**config.mk**
```make
export PLATFORM = sky130hd
export DESIGN_NAME = fixed_point_tween_slots_top_flat
export DESIGN_NICKNAME = d
export VERILOG_FILES = /design/src/design/tws_pkg.sv /design/src/design/tws_if.sv /design/src/design/fixed_point_tween_slots_top.sv /design/src/design/tws_div.sv /design/src/flat_wrapper.sv
export SDC_FILE = /design/constraint.sdc
export NUM_CORES = 1
export LEC_CHECK = 0
export ABC_AREA = 1
export BUFFER_PORTS_ARGS = -buffer_cell sky130_fd_sc_hd__buf_4
export CORE_UTILIZATION = 45
export CTS_CLUSTER_DIAMETER = 50
export CTS_CLUSTER_SIZE = 40
export DETAILED_ROUTE_END_ITERATION = 8
export SLEW_MARGIN = 10
export SYNTH_ARGS = -nofsm -noshare
export SYNTH_HDL_FRONTEND = slang
export SYNTH_SLANG_ARGS = --single-unit
```
**constraint.sdc**
```tcl
create_clock -name i_clk -period 28.4 [get_ports i_clk]
set_clock_uncertainty 0.15 [all_clocks]
set_input_delay 5.68 -clock i_clk [delete_from_list [all_inputs] [get_ports i_clk]]
set_output_delay 5.68 -clock i_clk [all_outputs]
set_load 0.05 [all_outputs]
```
**src/design/tws_pkg.sv**
```systemverilog
`timescale 1ns / 1ps
// ----------------------------------------------------------------------------
// tws_pkg
// Shared types and constants of the tween slot table: widths, result kinds,
// fixed-point constants and the result word layout.
// ----------------------------------------------------------------------------
package tws_pkg;

    localparam int SLOTS       = 8;
    localparam int FRAC_BITS   = 6;
    localparam int MAX_RESULTS = 8;

    localparam int VAL_W    = 16;
    localparam int FRAMES_W = 9;
    localparam int TAG_W    = 7;
    localparam int SLOT_W   = 3;
    localparam int KIND_W   = 2;

    localparam int IDX_W  = (SLOTS > 1) ? $clog2(SLOTS) : 1;
    localparam int SCNT_W = $clog2(SLOTS + 1);
    localparam int RCNT_W = $clog2(MAX_RESULTS + 1);

    localparam logic signed [VAL_W-1:0] FIX_ONE   = VAL_W'(1 << FRAC_BITS);
    localparam logic signed [VAL_W-1:0] FIX_TWO   = VAL_W'(2 << FRAC_BITS);
    localparam logic signed [VAL_W-1:0] FIX_THREE = VAL_W'(3 << FRAC_BITS);

    localparam logic ACT_START = 1'b0;
    localparam logic ACT_TICK  = 1'b1;

    typedef enum logic [KIND_W-1:0] {
        KIND_START_OK   = 2'd0,
        KIND_START_FULL = 2'd1,
        KIND_UPDATE     = 2'd2,
        KIND_IDLE_TICK  = 2'd3
    } t_kind;

    typedef struct packed {
        t_kind                    kind;
        logic [SLOT_W-1:0]        slot;
        logic [TAG_W-1:0]         tag;
        logic signed [VAL_W-1:0]  value;
        logic                     fin;
    } t_res;

endpackage

```
**src/design/tws_if.sv**
```systemverilog
`timescale 1ns / 1ps
// ----------------------------------------------------------------------------
// tws_if
// Valid/ready channels of the tween slot table: command words in, result
// words out.
// ----------------------------------------------------------------------------
interface tws_in_if;
    logic                                 valid;
    logic                                 ready;
    logic                                 action;
    logic                                 smooth;
    logic [tws_pkg::FRAMES_W-1:0]         frame_total;
    logic [tws_pkg::TAG_W-1:0]            tag;
    logic signed [tws_pkg::VAL_W-1:0]     start_value;
    logic signed [tws_pkg::VAL_W-1:0]     end_value;

    modport source (output valid, action, smooth, frame_total, tag, start_value, end_value,
                    input ready);
    modport sink   (input valid, action, smooth, frame_total, tag, start_value, end_value,
                    output ready);
endinterface

interface tws_out_if;
    logic                                 valid;
    logic                                 ready;
    logic [tws_pkg::KIND_W-1:0]           result_kind;
    logic [tws_pkg::SLOT_W-1:0]           slot;
    logic [tws_pkg::TAG_W-1:0]            tag_out;
    logic signed [tws_pkg::VAL_W-1:0]     value_out;
    logic                                 finished;
    logic                                 last;

    modport source (output valid, result_kind, slot, tag_out, value_out, finished, last,
                    input ready);
    modport sink   (input valid, result_kind, slot, tag_out, value_out, finished, last,
                    output ready);
endinterface

```
**src/design/fixed_point_tween_slots_top.sv**
```systemverilog
`timescale 1ns / 1ps
// ----------------------------------------------------------------------------
// fixed_point_tween_slots_top
// Table of animation slots interpolating 16-bit fixed-point values, linear or
// smoothstep, advanced one frame per tick word.
// ----------------------------------------------------------------------------
//  channel | dir | word
//  i_in    | in  | action, smooth, frame_total, tag, start_value, end_value
//  o_out   | out | result_kind, slot, tag_out, value_out, finished, last
//
//  a start word searches for the lowest free slot, one slot a cycle
//  a tick word runs busy slots through the bit-serial divider and the
//  single shared multiplier
//  ready is low while a word is in work; o_out stalls hold the sequencer
//  reset is synchronous, active low, and frees every slot at once
// ----------------------------------------------------------------------------
module fixed_point_tween_slots_top (
    input  logic          i_clk,
    input  logic          i_rst_n,
    tws_in_if.sink        i_in,
    tws_out_if.source     o_out
);

    typedef enum logic [5:0] {
        S_IDLE  = 6'b000001,
        S_FIND  = 6'b000010,
        S_SCAN  = 6'b000100,
        S_DIV   = 6'b001000,
        S_MUL   = 6'b010000,
        S_FLUSH = 6'b100000
    } t_state;

    typedef enum logic [2:0] {
        MS_SQ = 3'd0,
        MS_Y  = 3'd1,
        MS_V  = 3'd2,
        MS_HI = 3'd3,
        MS_LO = 3'd4
    } t_mstep;

    localparam int VW = tws_pkg::VAL_W;
    localparam int FW = tws_pkg::FRAMES_W;

    // slot table
    logic                       r_busy   [tws_pkg::SLOTS];
    logic                       r_smooth [tws_pkg::SLOTS];
    logic [tws_pkg::TAG_W-1:0]  r_tag    [tws_pkg::SLOTS];
    logic signed [VW-1:0]       r_startv [tws_pkg::SLOTS];
    logic signed [VW-1:0]       r_endv   [tws_pkg::SLOTS];
    logic [FW-1:0]              r_frames [tws_pkg::SLOTS];
    logic [FW-1:0]              r_framec [tws_pkg::SLOTS];

    t_state                     r_state, n_state;
    t_mstep                     r_mstep, n_mstep;
    logic [tws_pkg::SCNT_W-1:0] r_idx, n_idx;
    logic [tws_pkg::RCNT_W-1:0] r_cnt, n_cnt;
    logic                       r_pend_v, n_pend_v;
    tws_pkg::t_res              r_pend, n_pend;
    tws_pkg::t_res              r_new, n_new;
    logic                       r_res, n_res;
    logic                       r_out_valid, n_out_valid;
    tws_pkg::t_res              r_out, n_out;
    logic                       r_out_last, n_out_last;

    logic                       r_in_smooth, n_in_smooth;
    logic [FW-1:0]              r_in_frames, n_in_frames;
    logic [tws_pkg::TAG_W-1:0]  r_in_tag, n_in_tag;
    logic signed [VW-1:0]       r_in_start, n_in_start;
    logic signed [VW-1:0]       r_in_end, n_in_end;

    logic [FW-1:0]              r_frame, n_frame;
    logic signed [VW-1:0]       r_v, n_v;
    logic signed [VW-1:0]       r_sq, n_sq;
    logic signed [VW-1:0]       r_y, n_y;
    logic signed [VW-1:0]       r_acc, n_acc;

    logic [tws_pkg::IDX_W-1:0]  idx;
    logic                       busy_rd;
    logic                       smooth_rd;
    logic [tws_pkg::TAG_W-1:0]  tag_rd;
    logic signed [VW-1:0]       start_rd;
    logic signed [VW-1:0]       end_rd;
    logic [FW-1:0]              frames_rd;
    logic [FW-1:0]              frame_rd;

    logic                       wr_start;
    logic                       wr_frame;
    logic                       clr_busy;
    logic                       out_free;
    logic                       idx_end;
    logic                       div_start;
    logic                       div_done;
    logic signed [VW-1:0]       div_q;
    logic signed [VW-1:0]       div_num;
    logic signed [VW-1:0]       div_den;

    logic signed [VW-1:0]       mul_a, mul_b;
    logic signed [2*VW-1:0]     mul_p;
    logic signed [VW-1:0]       prod;
    logic signed [VW-1:0]       val_sum;
    logic [tws_pkg::SLOT_W-1:0] slot_id;

    assign idx       = r_idx[tws_pkg::IDX_W-1:0];
    assign busy_rd   = r_busy[idx];
    assign smooth_rd = r_smooth[idx];
    assign tag_rd    = r_tag[idx];
    assign start_rd  = r_startv[idx];
    assign end_rd    = r_endv[idx];
    assign frames_rd = r_frames[idx];
    assign frame_rd  = r_framec[idx];
    assign slot_id   = tws_pkg::SLOT_W'(r_idx);
    assign idx_end   = (r_idx == tws_pkg::SCNT_W'(tws_pkg::SLOTS));
    assign out_free  = !r_out_valid || o_out.ready;

    assign div_num = VW'({n_frame, {tws_pkg::FRAC_BITS{1'b0}}});
    assign div_den = VW'({frames_rd, {tws_pkg::FRAC_BITS{1'b0}}});

    tws_div u_div (
        .i_clk   (i_clk),
        .i_rst_n (i_rst_n),
        .i_start (div_start),
        .i_num   (div_num),
        .i_den   (div_den),
        .o_done  (div_done),
        .o_quot  (div_q)
    );

    // shared multiplier, product floored by the fraction shift
    always_comb begin
        unique case (r_mstep)
            MS_SQ:   begin mul_a = r_v;                  mul_b = r_v;                  end
            MS_Y:    begin mul_a = tws_pkg::FIX_TWO;     mul_b = r_v;                  end
            MS_V:    begin mul_a = r_sq;                 mul_b = r_y;                  end
            MS_HI:   begin mul_a = end_rd;               mul_b = r_v;                  end
            MS_LO:   begin mul_a = start_rd;             mul_b = tws_pkg::FIX_ONE - r_v; end
            default: begin mul_a = '0;                   mul_b = '0;                   end
        endcase
        mul_p   = mul_a * mul_b;
        prod    = VW'(mul_p >>> tws_pkg::FRAC_BITS);
        val_sum = r_acc + prod;
    end

    assign i_in.ready = (r_state == S_IDLE);

    always_comb begin
        n_state     = r_state;
        n_mstep     = r_mstep;
        n_idx       = r_idx;
        n_cnt       = r_cnt;
        n_pend_v    = r_pend_v;
        n_pend      = r_pend;
        n_new       = r_new;
        n_res       = 1'b0;
        n_out       = r_out;
        n_out_last  = r_out_last;
        n_out_valid = r_out_valid && !o_out.ready;
        n_in_smooth = r_in_smooth;
        n_in_frames = r_in_frames;
        n_in_tag    = r_in_tag;
        n_in_start  = r_in_start;
        n_in_end    = r_in_end;
        n_frame     = r_frame;
        n_v         = r_v;
        n_sq        = r_sq;
        n_y         = r_y;
        n_acc       = r_acc;
        wr_start    = 1'b0;
        wr_frame    = 1'b0;
        clr_busy    = 1'b0;
        div_start   = 1'b0;

        // hand the held result on once the next one is known
        if (r_res && (!r_pend_v || out_free)) begin
            if (r_pend_v) begin
                n_out       = r_pend;
                n_out_last  = 1'b0;
                n_out_valid = 1'b1;
            end
            n_pend   = r_new;
            n_pend_v = 1'b1;
            clr_busy = r_new.fin;
            n_idx    = r_idx + tws_pkg::SCNT_W'(1);
            n_cnt    = r_cnt + tws_pkg::RCNT_W'(1);
            n_state  = S_SCAN;
        end else if (r_res) begin
            n_res = 1'b1;
        end else begin
            unique case (r_state)
                S_IDLE: begin
                    if (i_in.valid) begin
                        n_in_smooth = i_in.smooth;
                        n_in_frames = i_in.frame_total;
                        n_in_tag    = i_in.tag;
                        n_in_start  = i_in.start_value;
                        n_in_end    = i_in.end_value;
                        n_idx       = '0;
                        n_cnt       = '0;
                        n_pend_v    = 1'b0;
                        n_state     = (i_in.action == tws_pkg::ACT_START) ? S_FIND : S_SCAN;
                    end
                end
                S_FIND: begin
                    priority if (idx_end) begin
                        n_pend   = '{tws_pkg::KIND_START_FULL, '0, r_in_tag, '0, 1'b0};
                        n_pend_v = 1'b1;
                        n_state  = S_FLUSH;
                    end else if (!busy_rd) begin
                        wr_start = 1'b1;
                        n_pend   = '{tws_pkg::KIND_START_OK, slot_id, r_in_tag, r_in_start,
                                     1'b0};
                        n_pend_v = 1'b1;
                        n_state  = S_FLUSH;
                    end else begin
                        n_idx = r_idx + tws_pkg::SCNT_W'(1);
                    end
                end
                S_SCAN: begin
                    priority if (idx_end || r_cnt == tws_pkg::RCNT_W'(tws_pkg::MAX_RESULTS)) begin
                        if (!r_pend_v) begin
                            n_pend = '{tws_pkg::KIND_IDLE_TICK, '0, '0, '0, 1'b0};
                        end
                        n_pend_v = 1'b1;
                        n_state  = S_FLUSH;
                    end else if (!busy_rd) begin
                        n_idx = r_idx + tws_pkg::SCNT_W'(1);
                    end else begin
                        n_frame  = frame_rd + FW'(1);
                        wr_frame = 1'b1;
                        if (frames_rd == '0) begin
                            n_new = '{tws_pkg::KIND_UPDATE, slot_id, tag_rd, end_rd, 1'b1};
                            n_res = 1'b1;
                        end else begin
                            div_start = 1'b1;
                            n_state   = S_DIV;
                        end
                    end
                end
                S_DIV: begin
                    if (div_done) begin
                        n_v     = div_q;
                        n_mstep = smooth_rd ? MS_SQ : MS_HI;
                        n_state = S_MUL;
                    end
                end
                S_MUL: begin
                    unique case (r_mstep)
                        MS_SQ: begin
                            n_sq    = prod;
                            n_mstep = MS_Y;
                        end
                        MS_Y: begin
                            n_y     = tws_pkg::FIX_THREE - prod;
                            n_mstep = MS_V;
                        end
                        MS_V: begin
                            n_v     = prod;
                            n_mstep = MS_HI;
                        end
                        MS_HI: begin
                            n_acc   = prod;
                            n_mstep = MS_LO;
                        end
                        MS_LO: begin
                            n_new = '{tws_pkg::KIND_UPDATE, slot_id, tag_rd, val_sum,
                                      (val_sum >= end_rd) || (r_frame >= frames_rd)};
                            n_res = 1'b1;
                        end
                        default: begin
                            n_mstep = MS_SQ;
                        end
                    endcase
                end
                S_FLUSH: begin
                    if (out_free) begin
                        n_out       = r_pend;
                        n_out_last  = 1'b1;
                        n_out_valid = 1'b1;
                        n_pend_v    = 1'b0;
                        n_state     = S_IDLE;
                    end
                end
                default: begin
                    n_state = S_IDLE;
                end
            endcase
        end
    end

    always_ff @(posedge i_clk) begin
        if (!i_rst_n) begin
            r_state     <= S_IDLE;
            r_mstep     <= MS_SQ;
            r_idx       <= '0;
            r_cnt       <= '0;
            r_pend_v    <= 1'b0;
            r_res       <= 1'b0;
            r_out_valid <= 1'b0;
            for (int i = 0; i < tws_pkg::SLOTS; i++) begin
                r_busy[i] <= 1'b0;
            end
        end else begin
            r_state     <= n_state;
            r_mstep     <= n_mstep;
            r_idx       <= n_idx;
            r_cnt       <= n_cnt;
            r_pend_v    <= n_pend_v;
            r_res       <= n_res;
            r_out_valid <= n_out_valid;
            if (wr_start) begin
                r_busy[idx] <= 1'b1;
            end else if (clr_busy) begin
                r_busy[idx] <= 1'b0;
            end
        end
        r_pend      <= n_pend;
        r_new       <= n_new;
        r_out       <= n_out;
        r_out_last  <= n_out_last;
        r_in_smooth <= n_in_smooth;
        r_in_frames <= n_in_frames;
        r_in_tag    <= n_in_tag;
        r_in_start  <= n_in_start;
        r_in_end    <= n_in_end;
        r_frame     <= n_frame;
        r_v         <= n_v;
        r_sq        <= n_sq;
        r_y         <= n_y;
        r_acc       <= n_acc;
        if (wr_start) begin
            r_smooth[idx] <= r_in_smooth;
            r_tag[idx]    <= r_in_tag;
            r_startv[idx] <= r_in_start;
            r_endv[idx]   <= r_in_end;
            r_frames[idx] <= r_in_frames;
            r_framec[idx] <= '0;
        end else if (wr_frame) begin
            r_framec[idx] <= n_frame;
        end
    end

    assign o_out.valid       = r_out_valid;
    assign o_out.result_kind = r_out.kind;
    assign o_out.slot        = r_out.slot;
    assign o_out.tag_out     = r_out.tag;
    assign o_out.value_out   = r_out.value;
    assign o_out.finished    = r_out.fin;
    assign o_out.last        = r_out_last;

    // divider only reports while the sequencer waits on it
    a_div_done_in_div: assert property (@(posedge i_clk) disable iff (!i_rst_n)
        div_done |-> (r_state == S_DIV))
        else $error("divider done outside divide step");

    // a finished flag only rides on a slot update
    a_fin_update: assert property (@(posedge i_clk) disable iff (!i_rst_n)
        (o_out.valid && o_out.finished) |-> (o_out.result_kind == tws_pkg::KIND_UPDATE))
        else $error("finished on a non-update word");

    // start answers and idle ticks are single words
    a_single_last: assert property (@(posedge i_clk) disable iff (!i_rst_n)
        (o_out.valid && o_out.result_kind != tws_pkg::KIND_UPDATE) |-> o_out.last)
        else $error("single-word result without last");

    // never more updates than the result limit in one tick
    a_cnt_limit: assert property (@(posedge i_clk) disable iff (!i_rst_n)
        r_cnt <= tws_pkg::RCNT_W'(tws_pkg::MAX_RESULTS))
        else $error("result count over limit");

endmodule

```
**src/design/tws_div.sv**
```systemverilog
`timescale 1ns / 1ps
// ----------------------------------------------------------------------------
// tws_div
// Fixed-point divider: (num << FRAC_BITS) / den, truncated toward zero,
// wrapped to 16 bits; one quotient bit per cycle, zero divisor gives 1.0.
// ----------------------------------------------------------------------------
module tws_div (
    input  logic                                i_clk,
    input  logic                                i_rst_n,
    input  logic                                i_start,
    input  logic signed [tws_pkg::VAL_W-1:0]    i_num,
    input  logic signed [tws_pkg::VAL_W-1:0]    i_den,
    output logic                                o_done,
    output logic signed [tws_pkg::VAL_W-1:0]    o_quot
);

    localparam int NUM_W = tws_pkg::VAL_W + tws_pkg::FRAC_BITS;
    localparam int CNT_W = $clog2(NUM_W + 1);

    logic                           r_busy, n_busy;
    logic                           r_done, n_done;
    logic [CNT_W-1:0]               r_cnt, n_cnt;
    logic                           r_neg, n_neg;
    logic [NUM_W-1:0]               r_num, n_num;
    logic [NUM_W-1:0]               r_q, n_q;
    logic [tws_pkg::VAL_W-1:0]      r_rem, n_rem;
    logic [tws_pkg::VAL_W-1:0]      r_den, n_den;
    logic signed [tws_pkg::VAL_W-1:0] r_quot, n_quot;

    logic signed [NUM_W-1:0]        num_ext;
    logic [tws_pkg::VAL_W:0]        rem_sh;
    logic [tws_pkg::VAL_W:0]        rem_sub;
    logic                           q_bit;
    logic [NUM_W-1:0]               q_next;
    logic [NUM_W-1:0]               q_signed;

    always_comb begin
        num_ext  = {i_num, {tws_pkg::FRAC_BITS{1'b0}}};
        rem_sh   = {r_rem, r_num[NUM_W-1]};
        rem_sub  = rem_sh - {1'b0, r_den};
        q_bit    = (rem_sh >= {1'b0, r_den});
        q_next   = {r_q[NUM_W-2:0], q_bit};
        q_signed = r_neg ? (~q_next + NUM_W'(1)) : q_next;

        n_busy = r_busy;
        n_done = 1'b0;
        n_cnt  = r_cnt;
        n_neg  = r_neg;
        n_num  = r_num;
        n_q    = r_q;
        n_rem  = r_rem;
        n_den  = r_den;
        n_quot = r_quot;

        if (i_start) begin
            if (i_den == '0) begin
                n_quot = tws_pkg::FIX_ONE;
                n_done = 1'b1;
            end else begin
                n_busy = 1'b1;
                n_cnt  = CNT_W'(NUM_W);
                n_neg  = i_num[tws_pkg::VAL_W-1] ^ i_den[tws_pkg::VAL_W-1];
                n_num  = num_ext[NUM_W-1] ? (~num_ext + NUM_W'(1)) : num_ext;
                n_den  = i_den[tws_pkg::VAL_W-1] ? (~i_den + tws_pkg::VAL_W'(1)) : i_den;
                n_q    = '0;
                n_rem  = '0;
            end
        end else if (r_busy) begin
            n_num = {r_num[NUM_W-2:0], 1'b0};
            n_q   = q_next;
            n_rem = q_bit ? rem_sub[tws_pkg::VAL_W-1:0] : rem_sh[tws_pkg::VAL_W-1:0];
            n_cnt = r_cnt - CNT_W'(1);
            if (r_cnt == CNT_W'(1)) begin
                n_busy = 1'b0;
                n_done = 1'b1;
                n_quot = q_signed[tws_pkg::VAL_W-1:0];
            end
        end
    end

    always_ff @(posedge i_clk) begin
        if (!i_rst_n) begin
            r_busy <= 1'b0;
            r_done <= 1'b0;
            r_cnt  <= '0;
        end else begin
            r_busy <= n_busy;
            r_done <= n_done;
            r_cnt  <= n_cnt;
        end
        r_neg  <= n_neg;
        r_num  <= n_num;
        r_q    <= n_q;
        r_rem  <= n_rem;
        r_den  <= n_den;
        r_quot <= n_quot;
    end

    assign o_done = r_done;
    assign o_quot = r_quot;

endmodule
```
**src/flat_wrapper.sv**
```systemverilog
// flat-port wrapper written by rule: the top's interface ports become plain ports
module fixed_point_tween_slots_top_flat 
  (i_clk, i_rst_n, i_in_valid, i_in_action, i_in_smooth, i_in_frame_total, i_in_tag, i_in_start_value, i_in_end_value, i_in_ready, o_out_valid, o_out_result_kind, o_out_slot, o_out_tag_out, o_out_value_out, o_out_finished, o_out_last, o_out_ready);
  tws_in_if i_in_i ();
  tws_out_if o_out_i ();
  input  logic i_clk;
  input  logic i_rst_n;
  input wire logic [$bits(i_in_i.valid)-1:0] i_in_valid;
  input wire logic [$bits(i_in_i.action)-1:0] i_in_action;
  input wire logic [$bits(i_in_i.smooth)-1:0] i_in_smooth;
  input wire logic [$bits(i_in_i.frame_total)-1:0] i_in_frame_total;
  input wire logic [$bits(i_in_i.tag)-1:0] i_in_tag;
  input wire logic [$bits(i_in_i.start_value)-1:0] i_in_start_value;
  input wire logic [$bits(i_in_i.end_value)-1:0] i_in_end_value;
  output wire logic [$bits(i_in_i.ready)-1:0] i_in_ready;
  output wire logic [$bits(o_out_i.valid)-1:0] o_out_valid;
  output wire logic [$bits(o_out_i.result_kind)-1:0] o_out_result_kind;
  output wire logic [$bits(o_out_i.slot)-1:0] o_out_slot;
  output wire logic [$bits(o_out_i.tag_out)-1:0] o_out_tag_out;
  output wire logic [$bits(o_out_i.value_out)-1:0] o_out_value_out;
  output wire logic [$bits(o_out_i.finished)-1:0] o_out_finished;
  output wire logic [$bits(o_out_i.last)-1:0] o_out_last;
  input wire logic [$bits(o_out_i.ready)-1:0] o_out_ready;
  assign i_in_i.valid = i_in_valid;
  assign i_in_i.action = i_in_action;
  assign i_in_i.smooth = i_in_smooth;
  assign i_in_i.frame_total = i_in_frame_total;
  assign i_in_i.tag = i_in_tag;
  assign i_in_i.start_value = i_in_start_value;
  assign i_in_i.end_value = i_in_end_value;
  assign i_in_ready = i_in_i.ready;
  assign o_out_valid = o_out_i.valid;
  assign o_out_result_kind = o_out_i.result_kind;
  assign o_out_slot = o_out_i.slot;
  assign o_out_tag_out = o_out_i.tag_out;
  assign o_out_value_out = o_out_i.value_out;
  assign o_out_finished = o_out_i.finished;
  assign o_out_last = o_out_i.last;
  assign o_out_i.ready = o_out_ready;
  fixed_point_tween_slots_top u_core (.i_clk(i_clk), .i_rst_n(i_rst_n), .i_in(i_in_i), .o_out(o_out_i));
endmodule
```
Word-level counts from Yosys, hierarchy flattened
Memory sizes are Yosys's and may differ from the RTL's. A register that Yosys moved wholly into a read port is not among the register bits.
Index checks and enable logic that the tools add are counted.
Word-level totals
  memories kept: 7
  output and inout port bits: 32
  input port bits: 54
  bits in writable memories: 472
  bits in registers: 315
  logic and storage cells: 304
Operators by class
  multipliers: 1
  multiplexer cells: 151
  equality and inequality tests: 42
  add/sub/neg operators: 8
  $lt $le $gt $ge: 3
  reductions and logical operators: 43
  bitwise logic cells: 7
Memory list
  u_core.r_endv: depth 8, bits a word 16, read ports 1, clocked after Yosys merged registers in 1, wr ports 1, line fixed_point_tween_slots_top.sv:49  | logic signed [VW-1:0] r_endv [tws_pkg::SLOTS];
  u_core.r_startv: depth 8, bits a word 16, read ports 1, clocked after Yosys merged registers in 1, wr ports 1, line fixed_point_tween_slots_top.sv:48  | logic signed [VW-1:0] r_startv [tws_pkg::SLOTS];
  u_core.r_framec: depth 8, bits a word 9, read ports 1, clocked after Yosys merged registers in 1, wr ports 1, line fixed_point_tween_slots_top.sv:51  | logic [FW-1:0] r_framec [tws_pkg::SLOTS];
  u_core.r_frames: depth 8, bits a word 9, read ports 1, clocked after Yosys merged registers in 1, wr ports 1, line fixed_point_tween_slots_top.sv:50  | logic [FW-1:0] r_frames [tws_pkg::SLOTS];
  u_core.r_tag: depth 8, bits a word 7, read ports 1, clocked after Yosys merged registers in 1, wr ports 1, line fixed_point_tween_slots_top.sv:47  | logic [tws_pkg::TAG_W-1:0] r_tag [tws_pkg::SLOTS];
  u_core.r_busy: depth 8, bits a word 1, read ports 1, clocked after Yosys merged registers in 1, wr ports 8, line fixed_point_tween_slots_top.sv:45  | logic r_busy [tws_pkg::SLOTS];
  1 more memories
Operator list (number)
  29-bit 2-to-1 mux: 15
  16-bit 2-to-1 mux: 10
  29-bit one-hot mux with 2 select lines: 2
  16-bit one-hot mux with 5 select lines: 1
  22-bit 2-to-1 mux: 3
  1-bit 2-to-1 mux: 62
  3-bit 2-to-1 mux: 19
  9-bit 2-to-1 mux: 6
  6-bit 2-to-1 mux: 8
  16-bit one-hot mux with 3 select lines: 1
  15-bit 2-to-1 mux: 3
  4-bit 2-to-1 mux: 10
  6-bit one-hot mux with 6 select lines: 1
  16-bit one-hot mux with 2 select lines: 1
  16-bit by 16-bit multiplier with 22-bit output: 1
  4-bit AND reduction: 5
  2-bit != test, second input constant: 9
  17-bit by 15-bit greater-or-equal comparator with 1-bit output: 1
  16-bit adder: 1
  16-bit greater-or-equal comparator: 1
  16-bit zero test: 1
  8-bit AND reduction: 2
  2-bit nonzero test: 8
  16-bit by 15-bit subtractor with 16-bit output: 1
  49 further kinds: 83

Depth between registers and ports, before layout
Gate-level depths: netlist (run 1).
  depth in word-level cells: 12
  gate-level depth with buffers: 57
  mapped depth without buffers: 52

Hierarchy
A second synthesis (run 1) with hierarchy kept.
Unflattened totals
  cell total of the unflattened synthesis: 4194
  area total of the unflattened synthesis: 42365.6 um^2
By module, submodules not included
  fixed_point_tween_slots_top: cells an instance 3599, sequential area each 20709.9 um^2, area an instance 37089.3 um^2, instances 1
  tws_div: cells an instance 595, sequential area each 2542.4 um^2, area an instance 5276.3 um^2, instances 1

Least setup slack after synthesis (run 1)
Ideal clock, no wire load.
  path type: input to register
  from: input port i_in_valid
  to: register (tool-made name)
  stages on the path: 6
  slack: 18.119 ns
  library setup time: 0.118 ns
  arrival: 10.013 ns
  path through: inv_1 nor3_1 inv_1 nand2_1 a21oi_1 o21a_1
RTL lines
  from (decl): line flat_wrapper.sv:8  | input wire logic [$bits(i_in_i.valid)-1:0] i_in_valid;

==> impl_metrics.toml, run 1 <==
[outcome]
status = "finished clean"

[grt]
grt_pass1_vias = 26110
antenna_found_initial = 4
grt_usage = 0.2268
grt_max_degree = 95
overflow = 0
grt_first_pass_wirelength_mm = 154.8

[yosys]
yosysSeqAreaShare = 0.5709
ys_ff_latch = 776
synth_edf_count = 729
synthArstFlopShare = 0
synth_area_mm2 = 0.03999
synthDistinctLibCells = 65
syn_avg_cell_area_um2 = 10.62
synth-main-ff-cell = "edfxtp_1"
synthCells = 3766
syn_nets = 4109
yosysWarningCount = 0

[finish]
final_cells = 5026
fin_nets = 4157
final_common_cell = "edfxtp_1"
area_delta_synth_final_pct = 10.71
n_antenna_cell = 0
mostFrequentLayoutCells = "729 x edfxtp_1, 649 x nand2_1, 558 x inv_1"
drive_gt1_frac = 0.08447

[sta]
tightest_slew_ps = 1268
setup_viol = 0
max_freq_mhz = 88.43
rsz0062_at_grt = "no"
fin_crit_sh = 0.3982
finalCriticalPeriod_ps = 11310
final-hold-violation-count = 0
relSlewSlack = 0.1544
final.setup.tns_ps = 0
slew_viol_final = 0

[setup_path]
path_class = "flip-flop to flip-flop"
worstSetupEndpointType = "flip-flop"
cp_num_buf_inv = 8
reg2reg_slack_ps = 17090
start_kind = "flip-flop"
cp_top_family = "adder cells"
crit_arrival_ps = 11490
worst-path-max-fanout = 84
path_depth = 40
timing.critical_path.to = "u_core.r_new[0]$_SDFFCE_PN1P_"
reg2reg_to = "u_core.r_new[0]$_SDFFCE_PN1P_"
r2r_cells = 40
worst_path_max_delay_cell = "buf_4"
critPathMaxStageDelay_ps = 750
worstPathRequired_ps = 28590

[floorplanning]
die-area_mm2 = 0.09007
pin_count = 86
die_w_um = 300.1
rows = 108
initial_core_util = 0.4574
die_h_um = 300.1
core_area_mm2 = 0.08743

[cts]
cts_tree = "yes"
ctsHoldBuffers = 0
htreeDepth = 3
postCtsResizedCells = 0
insertion_delay_ps = 630
cts_root_buf = "clkbuf_16"
cts_inserted_buffers = 69
clkSinkCount = 776
clk_pin_slew_ps = 70
clockBufferDepth = 3
cts_setup_buffers = 0

[route]
drt_iter0_drc = 2601
viasPerCell = 5.365
dr_wl_met2_mm = 47.38
dr.pass1.iters = 6
antenna_left = 0
top_layer = "met4"
finalWirelength_mm = 101.6
drc = 0
wl_met3_mm = 7.311
via_count = 26960
wl_per_cell_um = 20.22
wl_met1_mm = 44.78

[placement]
dp_cells = 4898
port_buffers = 85
hpwl_mm = 66.20
gp_congestion = 0.8760

[worst_hold_path]
hp-class = "flip-flop to flip-flop"

[flow_run]
timing.max_cap.violations = 0
==> how the worst min path moves through the flow <==
stage	cells past startpoint	startpoint	endpoint	slack, ps
2_1_floorplan	0	u_core.r_pend[0]$_SDFFCE_PN0P_	u_core.o_out.finished$_DFFE_PP_	250
3_3_place_gp	0	u_core.r_pend[10]$_DFFE_PP_	u_core.o_out.value_out[9]$_DFFE_PP_	250
3_5_place_dp	0	u_core.r_pend[17]$_DFFE_PP_	u_core.o_out.tag_out[0]$_DFFE_PP_	250
4_1_cts	0	u_core.r_pend[0]$_SDFFCE_PN0P_	u_core.o_out.finished$_DFFE_PP_	250
5_1_grt	0	u_core.r_pend[0]$_SDFFCE_PN0P_	u_core.o_out.finished$_DFFE_PP_	260
6_report	0	u_core.r_pend[0]$_SDFFCE_PN0P_	u_core.o_out.finished$_DFFE_PP_	260
==> state kept, by name, indices dropped and copies added (netlist names), 8 cells and up, named ones only <==
register	count
u_core.r_y	16
u_core.u_div.r_rem	16
u_core.r_busy	8
u_core.o_out.value_out	16
u_core.r_endv	128
u_core.r_in_start	16
u_core.r_tag	56
u_core.r_in_end	16
u_core.r_new	27
u_core.u_div.r_den	9
u_core.r_v	16
u_core.r_framec	72
u_core.r_smooth	8
u_core.r_in_frames	9
u_core.r_frame	9
u_core.u_div.o_quot	16
u_core.u_div.r_num	10
u_core.r_startv	128
u_core.r_frames	72
u_core.r_acc	16
u_core.u_div.r_q	15
u_core.r_pend	29
u_core.r_sq	16
==> synthesized netlist by cell type, drive strengths merged (11+ instances only) <==
cell	count	share of area
edfxtp	729	0.55
nand2	663	0.063
inv	571	0.054
nor2	425	0.041
o21ai	355	0.045
fa	163	0.082
nand3	132	0.017
ha	126	0.039
buf	94	0.014
a21oi	93	0.012
clkbuf	57	0.0053
dfxtp	47	0.024
o22ai	43	0.0067
o211ai	38	0.0073
nor3	35	0.0048
xor2	27	0.0061
o221ai	26	0.0057
nand4	21	0.0033
xnor2	18	0.0039
nand3b	14	0.0028
a31oi	13	0.0020
a22oi	11	0.0021
==> through the flow <==
stage	area (um^2)	hold slack (ps)	util	worst slack, ps
5_1_grt	44280	256.2	0.5064	16180
6_report	44280	263.6	0.5064	17090
4_1_cts	44280	253.9	0.5064	17120
3_5_place_dp	41780	254.5	0.4779	17220
2_1_floorplan	39990	250.3	-	18120
3_3_place_gp	41780	251.1	0.4779	17300
==> area by class of cell <==
cell class              instances  area (um^2)
clock inverters                55        742.0
repair buffers                128        960.9
inverters                     571         2148
well taps                    1155         1445
fillers                      7816        43150
flip-flops and latches        776        22840
clock buffers                  73         1752
multi-input cells            2268        14390
==> cell families after synthesis <==
family / count (synthesis) / share of synthesized area
DFF: 776 / 0.5709
buffers and inverters: 722 / 0.07293
xor gates and xnor gates: 45 / 0.01004
AOI/OAI and AO/OA: 626 / 0.09048
and+or+nand+nor: 1308 / 0.1347
adders and majority gates: 289 / 0.1210
==> routing by layer <==
layer	global-route usage	vias up
met1	0.3207	13230
met5	0	-
li1	-	12760
met3	0.03974	122
met4	0.05612	0
met2	0.3635	850
Power of run 1 is left out: the tool's default activity adds up to more than one toggle a clock period on the data nets, which glitch-free logic cannot reach.
==> run 2: changes to the inputs <==
==> constraint.sdc (replaced) <==
create_clock -name i_clk -period 9.8 [get_ports i_clk]
set_clock_uncertainty 0.15 [all_clocks]
set_input_delay 1.96 -clock i_clk [delete_from_list [all_inputs] [get_ports i_clk]]
set_output_delay 1.96 -clock i_clk [all_outputs]
set_load 0.05 [all_outputs]
==> run 2 against run 1 <==
Net effect:
- sequential share of layout area is 2.0 points lower
- first-iteration DRC count is 1.2% higher
- cell area is 4.0% higher
- register-to-register slack worse by 17000 ps
- largest cell class unchanged
==> impl_metrics.toml, run 2 (synthesis gave the netlist of run 1 again) <==
[route]
viasPerCell = 5.383
drc = 0
via_count = 27720
finalWirelength_mm = 105.1
drt_iter0_drc = 2632
wl_per_cell_um = 20.42
antenna_left = 0
dr.pass1.iters = 6

[cts]
ctsHoldBuffers = 0
clkSinkCount = 776
cts_root_buf = "clkbuf_16"
clk_pin_slew_ps = 90
cts_inserted_buffers = 70
clockBufferDepth = 3
htreeDepth = 3
cts_tree = "yes"
insertion_delay_ps = 640

[finish]
reg.largest.list = "u_core.r_endv (128), u_core.r_startv (128)"
n_antenna_cell = 0
mostFrequentLayoutCells = "729 x edfxtp_1, 629 x nand2_1, 550 x inv_1"
drive_gt1_frac = 0.1339
finish.utilization = 0.5265
final_common_cell = "edfxtp_1"
area_delta_synth_final_pct = 15.09
fillers = 7659
fin_nets = 4281

[flow_run]
timing.max_cap.violations = 0

[sta]
final.setup.tns_ps = 0
finalCriticalPeriod_ps = 9402
fin_crit_sh = 0.9593
fin_ws_ps = 398.4
setup_viol = 0
relSlewSlack = 0.2067
tightest_slew_ps = 1186
final-hold-violation-count = 0
max_freq_mhz = 106.4
slew_viol_final = 0

[floorplanning]
pin_count = 86
initial_core_util = 0.4574
rows = 108
core_area_mm2 = 0.08743
die_h_um = 300.1
die_w_um = 300.1
die-area_mm2 = 0.09007

[setup_path]
worst_path_max_delay_cell = "fa_1"
path_class = "flip-flop to flip-flop"
worstPathRequired_ps = 9970
cp_num_buf_inv = 9
reg2reg_to = "u_core.r_new[0]$_SDFFCE_PN1P_"
crit_arrival_ps = 9580
critPathMaxStageDelay_ps = 590
path_depth = 43
worst-path-max-fanout = 16
r2r_cells = 43
worstSetupEndpointType = "flip-flop"
cp_common_cell = "fa_1"
cp_top_family = "adder cells"
start_kind = "flip-flop"
reg2reg_slack_ps = 400

[grt]
overflow = 0
grt_pass1_vias = 26940
grt_max_degree = 66
use_met3 = 0.02782
grt_usage = 0.2304
use_met2 = 0.3712
use_met1 = 0.3302
top_usage_layer = "met2"
grt_first_pass_wirelength_mm = 158.5
antenna_found_initial = 2

[placement]
hpwl_mm = 69.50
dp_slack_ps = -83.13
gp_congestion = 0.9169
port_buffers = 85

[worst_hold_path]
hp-class = "flip-flop to flip-flop"
hp-start = "u_core.r_pend[0]$_SDFFCE_PN0P_"
hold_end = "u_core.o_out.finished$_DFFE_PP_"
min_path_cells = 0

[outcome]
status = "finished clean"
==> run 2: worst max path at each step <==
stage	from	to	slack [ps]
2_1_floorplan	flip-flop	u_core.r_new[0]$_SDFFCE_PN1P_	650
3_3_place_gp	flip-flop	u_core.r_new[0]$_SDFFCE_PN1P_	-50
3_5_place_dp	flip-flop	u_core.r_new[0]$_SDFFCE_PN1P_	-80
4_1_cts	u_core.r_mstep[0]$_SDFFE_PN0P_	u_core.r_new[0]$_SDFFCE_PN1P_	10
5_1_grt	u_core.r_v[2]$_DFFE_PP_	u_core.r_new[0]$_SDFFCE_PN1P_	-50
6_report	flip-flop	u_core.r_new[0]$_SDFFCE_PN1P_	400
==> run 2: layer usage <==
| layer | routed length, um | vias up |
|---|---|---|
| li1 | - | 13010 |
| met1 | 47110 | 13640 |
| met2 | 49380 | 911 |
| met3 | 6061 | 164 |
| met4 | 2598 | 0 |
| met5 | 0 | - |
==> run 2: what timing repair did <==
action                                  in CTS  in global routing
cloned                                       1                 11
endpoints found under the setup margin       1                  1
pin swaps                                    0                 39
setup buffers                                2                 26
gates resized for setup                      5                140
==> run 2: through the flow <==
step	hold slack, ps	instances	instance area [um^2]
after floorplan	250.3	3766	39990
after global placement	252.4	4981	42530
after detailed placement	255.7	4981	42530
after CTS	264.1	5113	45020
after global routing	278.1	5150	46030
final	259.5	5150	46030
==> run 2: area by class of cell <==
class                   instances  area, um^2  area share
well taps                    1155        1445     0.03140
flip-flops and latches        776       22840      0.4962
inverters                     571        2183     0.04744
clock buffers                  82        1882     0.04088
repair inverters                1       11.26   0.0002447
repair buffers                250        2332     0.05067
multi-input cells            2268       14800      0.3215
clock inverters                47       535.5     0.01163
Power of run 2 is left out for the same reason.
